$ cat config.mk
export PLATFORM = sky130hd
export DESIGN_NAME = date_day_difference
export DESIGN_NICKNAME = d
export VERILOG_FILES = /design/src/sv/ddd_pkg.sv /design/src/sv/ddd_lane.sv /design/src/sv/ddd_merge.sv /design/src/sv/date_day_difference.sv
export SDC_FILE = /design/constraint.sdc
export NUM_CORES = 2
export LEC_CHECK = 0
export BUFFER_PORTS_ARGS = -buffer_cell sky130_fd_sc_hd__buf_2
export CORE_UTILIZATION = 55
export DETAILED_ROUTE_END_ITERATION = 10
export PLACE_DENSITY_LB_ADDON = 0.08
export SYNTH_ARGS = -nofsm -noshare
export SYNTH_HDL_FRONTEND = slang
export SYNTH_SLANG_ARGS = --single-unit
$ cat constraint.sdc
create_clock -name clk_i -period 7 [get_ports clk_i]
set_clock_uncertainty 0.15 [all_clocks]
set_input_delay 1.05 -clock clk_i [delete_from_list [all_inputs] [get_ports clk_i]]
set_output_delay 1.05 -clock clk_i [all_outputs]
set_load 0.01 [all_outputs]
$ cat src/sv/ddd_pkg.sv
// Shared types, widths and calendar constants for the day difference block.
package ddd_pkg;

  localparam int unsigned DayW   = 5;
  localparam int unsigned MonthW = 4;
  localparam int unsigned YearW  = 14;
  localparam int unsigned DistW  = 22;

  // Day count from 1 January of year 1 reaches about 6.0e6 for year 16383.
  localparam int unsigned CountW = 23;

  // Quarter of a year value, and the quotient of that by 25.
  localparam int unsigned QuarterW = YearW - 2;
  localparam int unsigned Div25W   = 8;

  // floor(x / 25) = (x * Recip25) >> Recip25Shift for x < 2**QuarterW.
  localparam int unsigned Recip25Shift = 16;
  localparam int unsigned Recip25W     = 12;
  localparam logic [Recip25W-1:0] Recip25 = Recip25W'(2622);
  localparam int unsigned ProdW = QuarterW + Recip25W;

  localparam logic [8:0] DaysPerYear = 9'd365;
  localparam logic [4:0] Century4    = 5'd25;
  localparam logic [MonthW-1:0] MonthFeb = MonthW'(2);

  localparam int unsigned MonOffW = 9;
  localparam int unsigned MonDayW = 10;

  // Days before each month of a common year; months past December add 31.
  localparam logic [MonOffW-1:0] DaysBeforeMonth [16] = '{
    9'd0,   9'd0,   9'd31,  9'd59,  9'd90,  9'd120, 9'd151, 9'd181,
    9'd212, 9'd243, 9'd273, 9'd304, 9'd334, 9'd365, 9'd396, 9'd427
  };

  // Stage loads that the top level hands to each lane.
  typedef struct packed {
    logic load_a;
    logic load_b;
  } lane_load_t;

endpackage

$ cat src/sv/ddd_lane.sv
// One lane: turns a calendar date into its day count in two pipeline stages.
module ddd_lane
  import ddd_pkg::*;
(
  input  logic                clk_i,
  input  lane_load_t          load_i,
  input  logic [DayW-1:0]     day_i,
  input  logic [MonthW-1:0]   month_i,
  input  logic [YearW-1:0]    year_i,
  output logic [CountW-1:0]   count_o
);

  logic [YearW-1:0]    prev_year;
  logic [QuarterW-1:0] prev_quarter;
  logic [QuarterW-1:0] year_quarter;

  logic [CountW-1:0]   year_days_d, year_days_q;
  logic [QuarterW-1:0] prev_quarter_q;
  logic [ProdW-1:0]    prod_prev_d, prod_prev_q;
  logic [ProdW-1:0]    prod_year_d, prod_year_q;
  logic [QuarterW-1:0] year_quarter_q;
  logic                year_mod4_d, year_mod4_q;
  logic                past_feb_d, past_feb_q;
  logic [MonDayW-1:0]  mon_day_d, mon_day_q;

  logic [Div25W-1:0]   prev_div100;
  logic [Div25W-1:0]   year_div100;
  logic [Div25W+4:0]   year_back;
  logic                year_mod100;
  logic                leap;
  logic [CountW-1:0]   count_d, count_q;

  // Stage A: year days, reciprocal products for the century terms, and the month and day offset.
  always_comb begin
    prev_year    = (year_i == '0) ? '0 : year_i - YearW'(1);
    prev_quarter = prev_year[YearW-1:2];
    year_quarter = year_i[YearW-1:2];
    year_days_d  = CountW'(prev_year) * CountW'(DaysPerYear);
    prod_prev_d  = ProdW'(prev_quarter) * ProdW'(Recip25);
    prod_year_d  = ProdW'(year_quarter) * ProdW'(Recip25);
    year_mod4_d  = (year_i[1:0] == 2'b00);
    past_feb_d   = (month_i > MonthFeb);
    mon_day_d    = MonDayW'(DaysBeforeMonth[month_i]) + MonDayW'(day_i);
  end

  always_ff @(posedge clk_i) begin
    if (load_i.load_a) begin
      year_days_q    <= year_days_d;
      prev_quarter_q <= prev_quarter;
      prod_prev_q    <= prod_prev_d;
      prod_year_q    <= prod_year_d;
      year_quarter_q <= year_quarter;
      year_mod4_q    <= year_mod4_d;
      past_feb_q     <= past_feb_d;
      mon_day_q      <= mon_day_d;
    end
  end

  // Stage B: leap test and the final sum.
  always_comb begin
    prev_div100 = prod_prev_q[Recip25Shift +: Div25W];
    year_div100 = prod_year_q[Recip25Shift +: Div25W];
    year_back   = (Div25W+5)'(year_div100) * (Div25W+5)'(Century4);
    year_mod100 = year_mod4_q && (year_back == (Div25W+5)'(year_quarter_q));
    leap        = year_mod4_q && (!year_mod100 || (year_div100[1:0] == 2'b00));
    count_d     = year_days_q
                + CountW'(prev_quarter_q)
                - CountW'(prev_div100)
                + CountW'(prev_div100[Div25W-1:2])
                + CountW'(mon_day_q)
                + CountW'(past_feb_q && leap);
  end

  always_ff @(posedge clk_i) begin
    if (load_i.load_b) begin
      count_q <= count_d;
    end
  end

  assign count_o = count_q;

endmodule

$ cat src/sv/ddd_merge.sv
// Merge stage: absolute difference of the two lane counts, saturated.
module ddd_merge
  import ddd_pkg::*;
(
  input  logic              clk_i,
  input  logic              load_i,
  input  logic [CountW-1:0] count_a_i,
  input  logic [CountW-1:0] count_b_i,
  output logic [DistW-1:0]  dist_o
);

  logic [CountW-1:0] diff;
  logic [DistW-1:0]  dist_d, dist_q;

  always_comb begin
    diff = (count_a_i > count_b_i) ? count_a_i - count_b_i : count_b_i - count_a_i;
    // clamp anything past the output range
    dist_d = (diff[CountW-1:DistW] != '0) ? '1 : diff[DistW-1:0];
  end

  always_ff @(posedge clk_i) begin
    if (load_i) begin
      dist_q <= dist_d;
    end
  end

  assign dist_o = dist_q;

endmodule

$ cat src/sv/date_day_difference.sv
// Top level of the Gregorian day difference block.
// Each request carries two dates (day, month, year) and yields one result: the
// absolute number of days between them, clamped to the 22-bit output range.
// One request is taken every clock cycle while in_stall_o is low; a result is
// registered in turn by the two stages of each date lane (reciprocal
// multiply, then the day sum) and by the registered merge stage. Each stage
// holds its request while the one after it is full and stalled, so bubbles
// are squeezed out during a stall.
module date_day_difference
  import ddd_pkg::*;
(
  input  logic              clk_i,
  input  logic              rst_ni,
  input  logic              in_valid_i,
  output logic              in_stall_o,
  input  logic [DayW-1:0]   first_day_i,
  input  logic [MonthW-1:0] first_month_i,
  input  logic [YearW-1:0]  first_year_i,
  input  logic [DayW-1:0]   second_day_i,
  input  logic [MonthW-1:0] second_month_i,
  input  logic [YearW-1:0]  second_year_i,
  output logic              out_valid_o,
  input  logic              out_stall_i,
  output logic [DistW-1:0]  day_distance_o
);

  logic       valid_a_q, valid_b_q, valid_c_q;
  logic       adv_a, adv_b, adv_c;
  lane_load_t lane_load;

  logic [CountW-1:0] count_first;
  logic [CountW-1:0] count_second;

  // Advance a stage when it is empty or the stage after it moves.
  assign adv_c = !valid_c_q || !out_stall_i;
  assign adv_b = !valid_b_q || adv_c;
  assign adv_a = !valid_a_q || adv_b;

  assign lane_load.load_a = adv_a && in_valid_i;
  assign lane_load.load_b = adv_b && valid_a_q;

  always_ff @(posedge clk_i or negedge rst_ni) begin
    if (!rst_ni) begin
      valid_a_q <= 1'b0;
      valid_b_q <= 1'b0;
      valid_c_q <= 1'b0;
    end else begin
      if (adv_a) valid_a_q <= in_valid_i;
      if (adv_b) valid_b_q <= valid_a_q;
      if (adv_c) valid_c_q <= valid_b_q;
    end
  end

  ddd_lane u_lane_first (
    .clk_i   (clk_i),
    .load_i  (lane_load),
    .day_i   (first_day_i),
    .month_i (first_month_i),
    .year_i  (first_year_i),
    .count_o (count_first)
  );

  ddd_lane u_lane_second (
    .clk_i   (clk_i),
    .load_i  (lane_load),
    .day_i   (second_day_i),
    .month_i (second_month_i),
    .year_i  (second_year_i),
    .count_o (count_second)
  );

  ddd_merge u_merge (
    .clk_i     (clk_i),
    .load_i    (adv_c && valid_b_q),
    .count_a_i (count_first),
    .count_b_i (count_second),
    .dist_o    (day_distance_o)
  );

  assign in_stall_o  = !adv_a;
  assign out_valid_o = valid_c_q;

endmodule

==> results.cfg <==
[synth]
avgSynthCellArea_sq_um = 10.6
synth_top_area_cell = ha_1
synthFlopType = edfxtp_1
synth-edff-count = 218
ys_top_cells_by_count = ha_1, inv_1, fa_1, edfxtp_1, xnor2_1
synth_most_common_cell = ha_1
async_flop_share_pct = 1.36
synth.top_cell.area_share_pct = 27.4
synthCells = 2889
syn_area_sq_um = 30600
ys_seq_area_share_pct = 21.6
syn_nets = 3923
synth_seq_cells = 221
yosysUniqueCellTypes = 88
synth_warnings = 0
ys_top_cells_by_area = ha_1, edfxtp_1, fa_1, inv_1, xnor2_1

[die]
chipHeight_um = 238
dieArea_sq_um = 56600
io_pins = 74
core_sq_um = 55100
placementRows = 86
die_w_um = 238
initial_core_util_pct = 55.6

[clock_tree]
ctsResizeCount = 0
cts.path.max_buffers = 3
clk_latency_ns = 0.57
postCtsHoldBufs = 0
cts-root-buf = clkbuf_16
cts_tree = done
cts_buffers = 27
h-tree-depth = 1
post_cts_buffers = 0
path_clk_slew_ns = 0.06
cts.sinks = 221

[critical_path]
setup.worst_path.start_class = primary input
arrival_ns = 6.90
critPathKind = primary input to register
crit_fanout = 6
critPathRequiredTime_ns = 7.18
critPathCaptureType = register

[sta]
rsz0062_at_grt = no
setup_viol = 0
timing.final.crit_period_ns = 6.72
setup_tns_ns = 0
tightest_slew_ns = 1.08
finalHoldViolCount = 0
layout_worst_path_cycle_share_pct = 96.0
drv_slew = 0
relSlewSlack_pct = 27.3
max_freq_mhz = 149

[global_routing]
grt_pass1_wl_mm = 106
grt_overflow_total = 0
grt_max_degree = 151
grt_pass1_vias = 21746
grt_usage_pct = 23.3
antenna_found_initial = 6

[finish]
nets = 4120
utilization_pct = 61.0
syn2layout_area_growth_pct = 9.70
finalInstanceArea_sq_um = 33600
final_layout_size_suffix_gt1_share_pct = 10.0

[drt]
wire_per_inst_um = 16.3
drcViolationCount = 0
drt_pass1_iterations = 8
drtAntennaViolNets = 0
post_drt_via_cell_ratio = 5.27
dr_total_vias = 20320
drtIter0Drc = 831
wl_mm = 62.7

[place]
hpwl_mm = 54.2
routabilityCongestion = 0.882
place_area_sq_um = 32700
port-buffer-count = 73

[job]
drv_cap = 0

[run_status]
status = complete, no violations

[worst_hold_path]
hold_path.class = primary input to async pin
worst paths after layout:
kind | from | end | slack, ns | cells after the start
max in group asynchronous | rst_ni | out_valid_o | 6.47 | 1
min reg2reg | valid_a_q | valid_b_q | 0.34 | 1
min | rst_ni | valid_a_q | 0.13 | 1
max reg2reg | u_lane_first.prod_year_q[18] | u_lane_first.count_o[21] | 0.43 | 24
min in group clk_i | valid_a_q | valid_b_q | 0.34 | 1
max | second_year_i[4] | u_lane_second.year_days_q[19] | 0.28 | 25
layer usage:
layer	track usage (%)	wire (um)	vias up
met1	29.7	28000	9812
met3	2.74	1870	103
met2	41.7	31200	269
li1	-	-	10128
met4	6.45	1640	8
met5	0	40	-
kinds of logic after synthesis:
kind of cell | Yosys count | share of synthesized area (%)
AOI/OAI and AO/OA | 432 | 9.60
xor gates and xnor gates | 181 | 5.17
adders and majority gates | 984 | 47.9
buffers and inverters | 626 | 7.86
DFF | 221 | 21.6
muxes | 24 | 0.960
and+or+nand+nor | 421 | 6.91
critical path, stage by stage:
cell and delay, ns:
buf_2 0.11, inv_1 0.11, ha_1 0.17, inv_1 0.04, o21ai_0 0.25, a21boi_0 0.13, buf_4 0.16, xnor2_1 0.12
nor2_1 0.51, ha_1 0.39, fa_1 0.50, inv_1 0.06, fa_1 0.54, inv_1 0.05, fa_1 0.43, ha_1 0.33
nor2b_1 0.15, o21ai_1 0.08, a21boi_0 0.26, o21ai_1 0.12, a21boi_1 0.24, o2111ai_1 0.16, and3_1 0.23, or2_2 0.35
o311ai_1 0.37
cell type report:
type / instances / area [sq um]
Multi-Input combinational cell: 2042 / 21600
Fill cell: 4678 / 21500
Sequential cell: 221 / 6620
Inverter: 603 / 2260
Timing Repair Buffer: 191 / 1260
Tap cell: 748 / 936
Clock buffer: 27 / 676
Clock inverter: 22 / 204
Antenna cell: 2 / 5.00
flip-flops by register name (all words and copies together), names as in the netlist, 10 cells and up:
name	cells
u_lane_second.year_days_q	23
u_merge.dist_o	22
u_lane_second.year_quarter_q	12
u_lane_first.count_o	23
u_lane_first.year_days_q	23
u_lane_first.year_quarter_q	12
u_lane_first.prev_quarter_q	12
u_lane_second.count_o	23
u_lane_first.mon_day_q	10
u_lane_second.mon_day_q	10
u_lane_second.prev_quarter_q	12
metrics by stage:
stage                     setup slack, ns  hold WS [ns]  std cells
after floorplan                     0.105         0.299       2889
after global placement             0.0407         0.315       3805
after detailed placement           -0.232         0.333       3805
after CTS                           0.247        0.0919       3854
after global routing               0.0427         0.106       3855
final                               0.283         0.127       3856
cells in the final DEF (no fill, tap or decap), types with 6 or more instances in the layout:
cell type | synthesis | final
o21a_1 | 18 | 18
nor2b_1 | 26 | 26
xor2_1 | 42 | 42
a31oi_1 | 13 | 13
inv_1 | 603 | 603
o211ai_1 | 8 | 8
a21o_1 | 57 | 57
and3_1 | 16 | 16
clkinv_2 | 0 | 8
nand4_1 | 14 | 14
xnor2_1 | 139 | 139
nand2b_1 | 22 | 22
a21oi_1 | 125 | 125
buf_2 | 7 | 73
o2111ai_1 | 8 | 8
nand2_1 | 74 | 74
ha_1 | 670 | 670
o31ai_1 | 8 | 7
o21ai_0 | 64 | 64
and2_1 | 8 | 6
nand3_1 | 32 | 32
nor3_1 | 43 | 43
edfxtp_1 | 218 | 218
o21ai_2 | 16 | 16
clkbuf_16 | 0 | 27
o21ai_1 | 13 | 13
a211o_1 | 7 | 7
o21bai_1 | 19 | 19
mux2i_1 | 17 | 17
fa_1 | 314 | 314
buf_4 | 1 | 117
or2_2 | 23 | 23
or3_1 | 15 | 15
nor2_1 | 119 | 119
a211oi_1 | 12 | 12
Power is left out: the tool's default activity adds up to more than one toggle a clock period on the data nets, which glitch-free logic cannot reach.
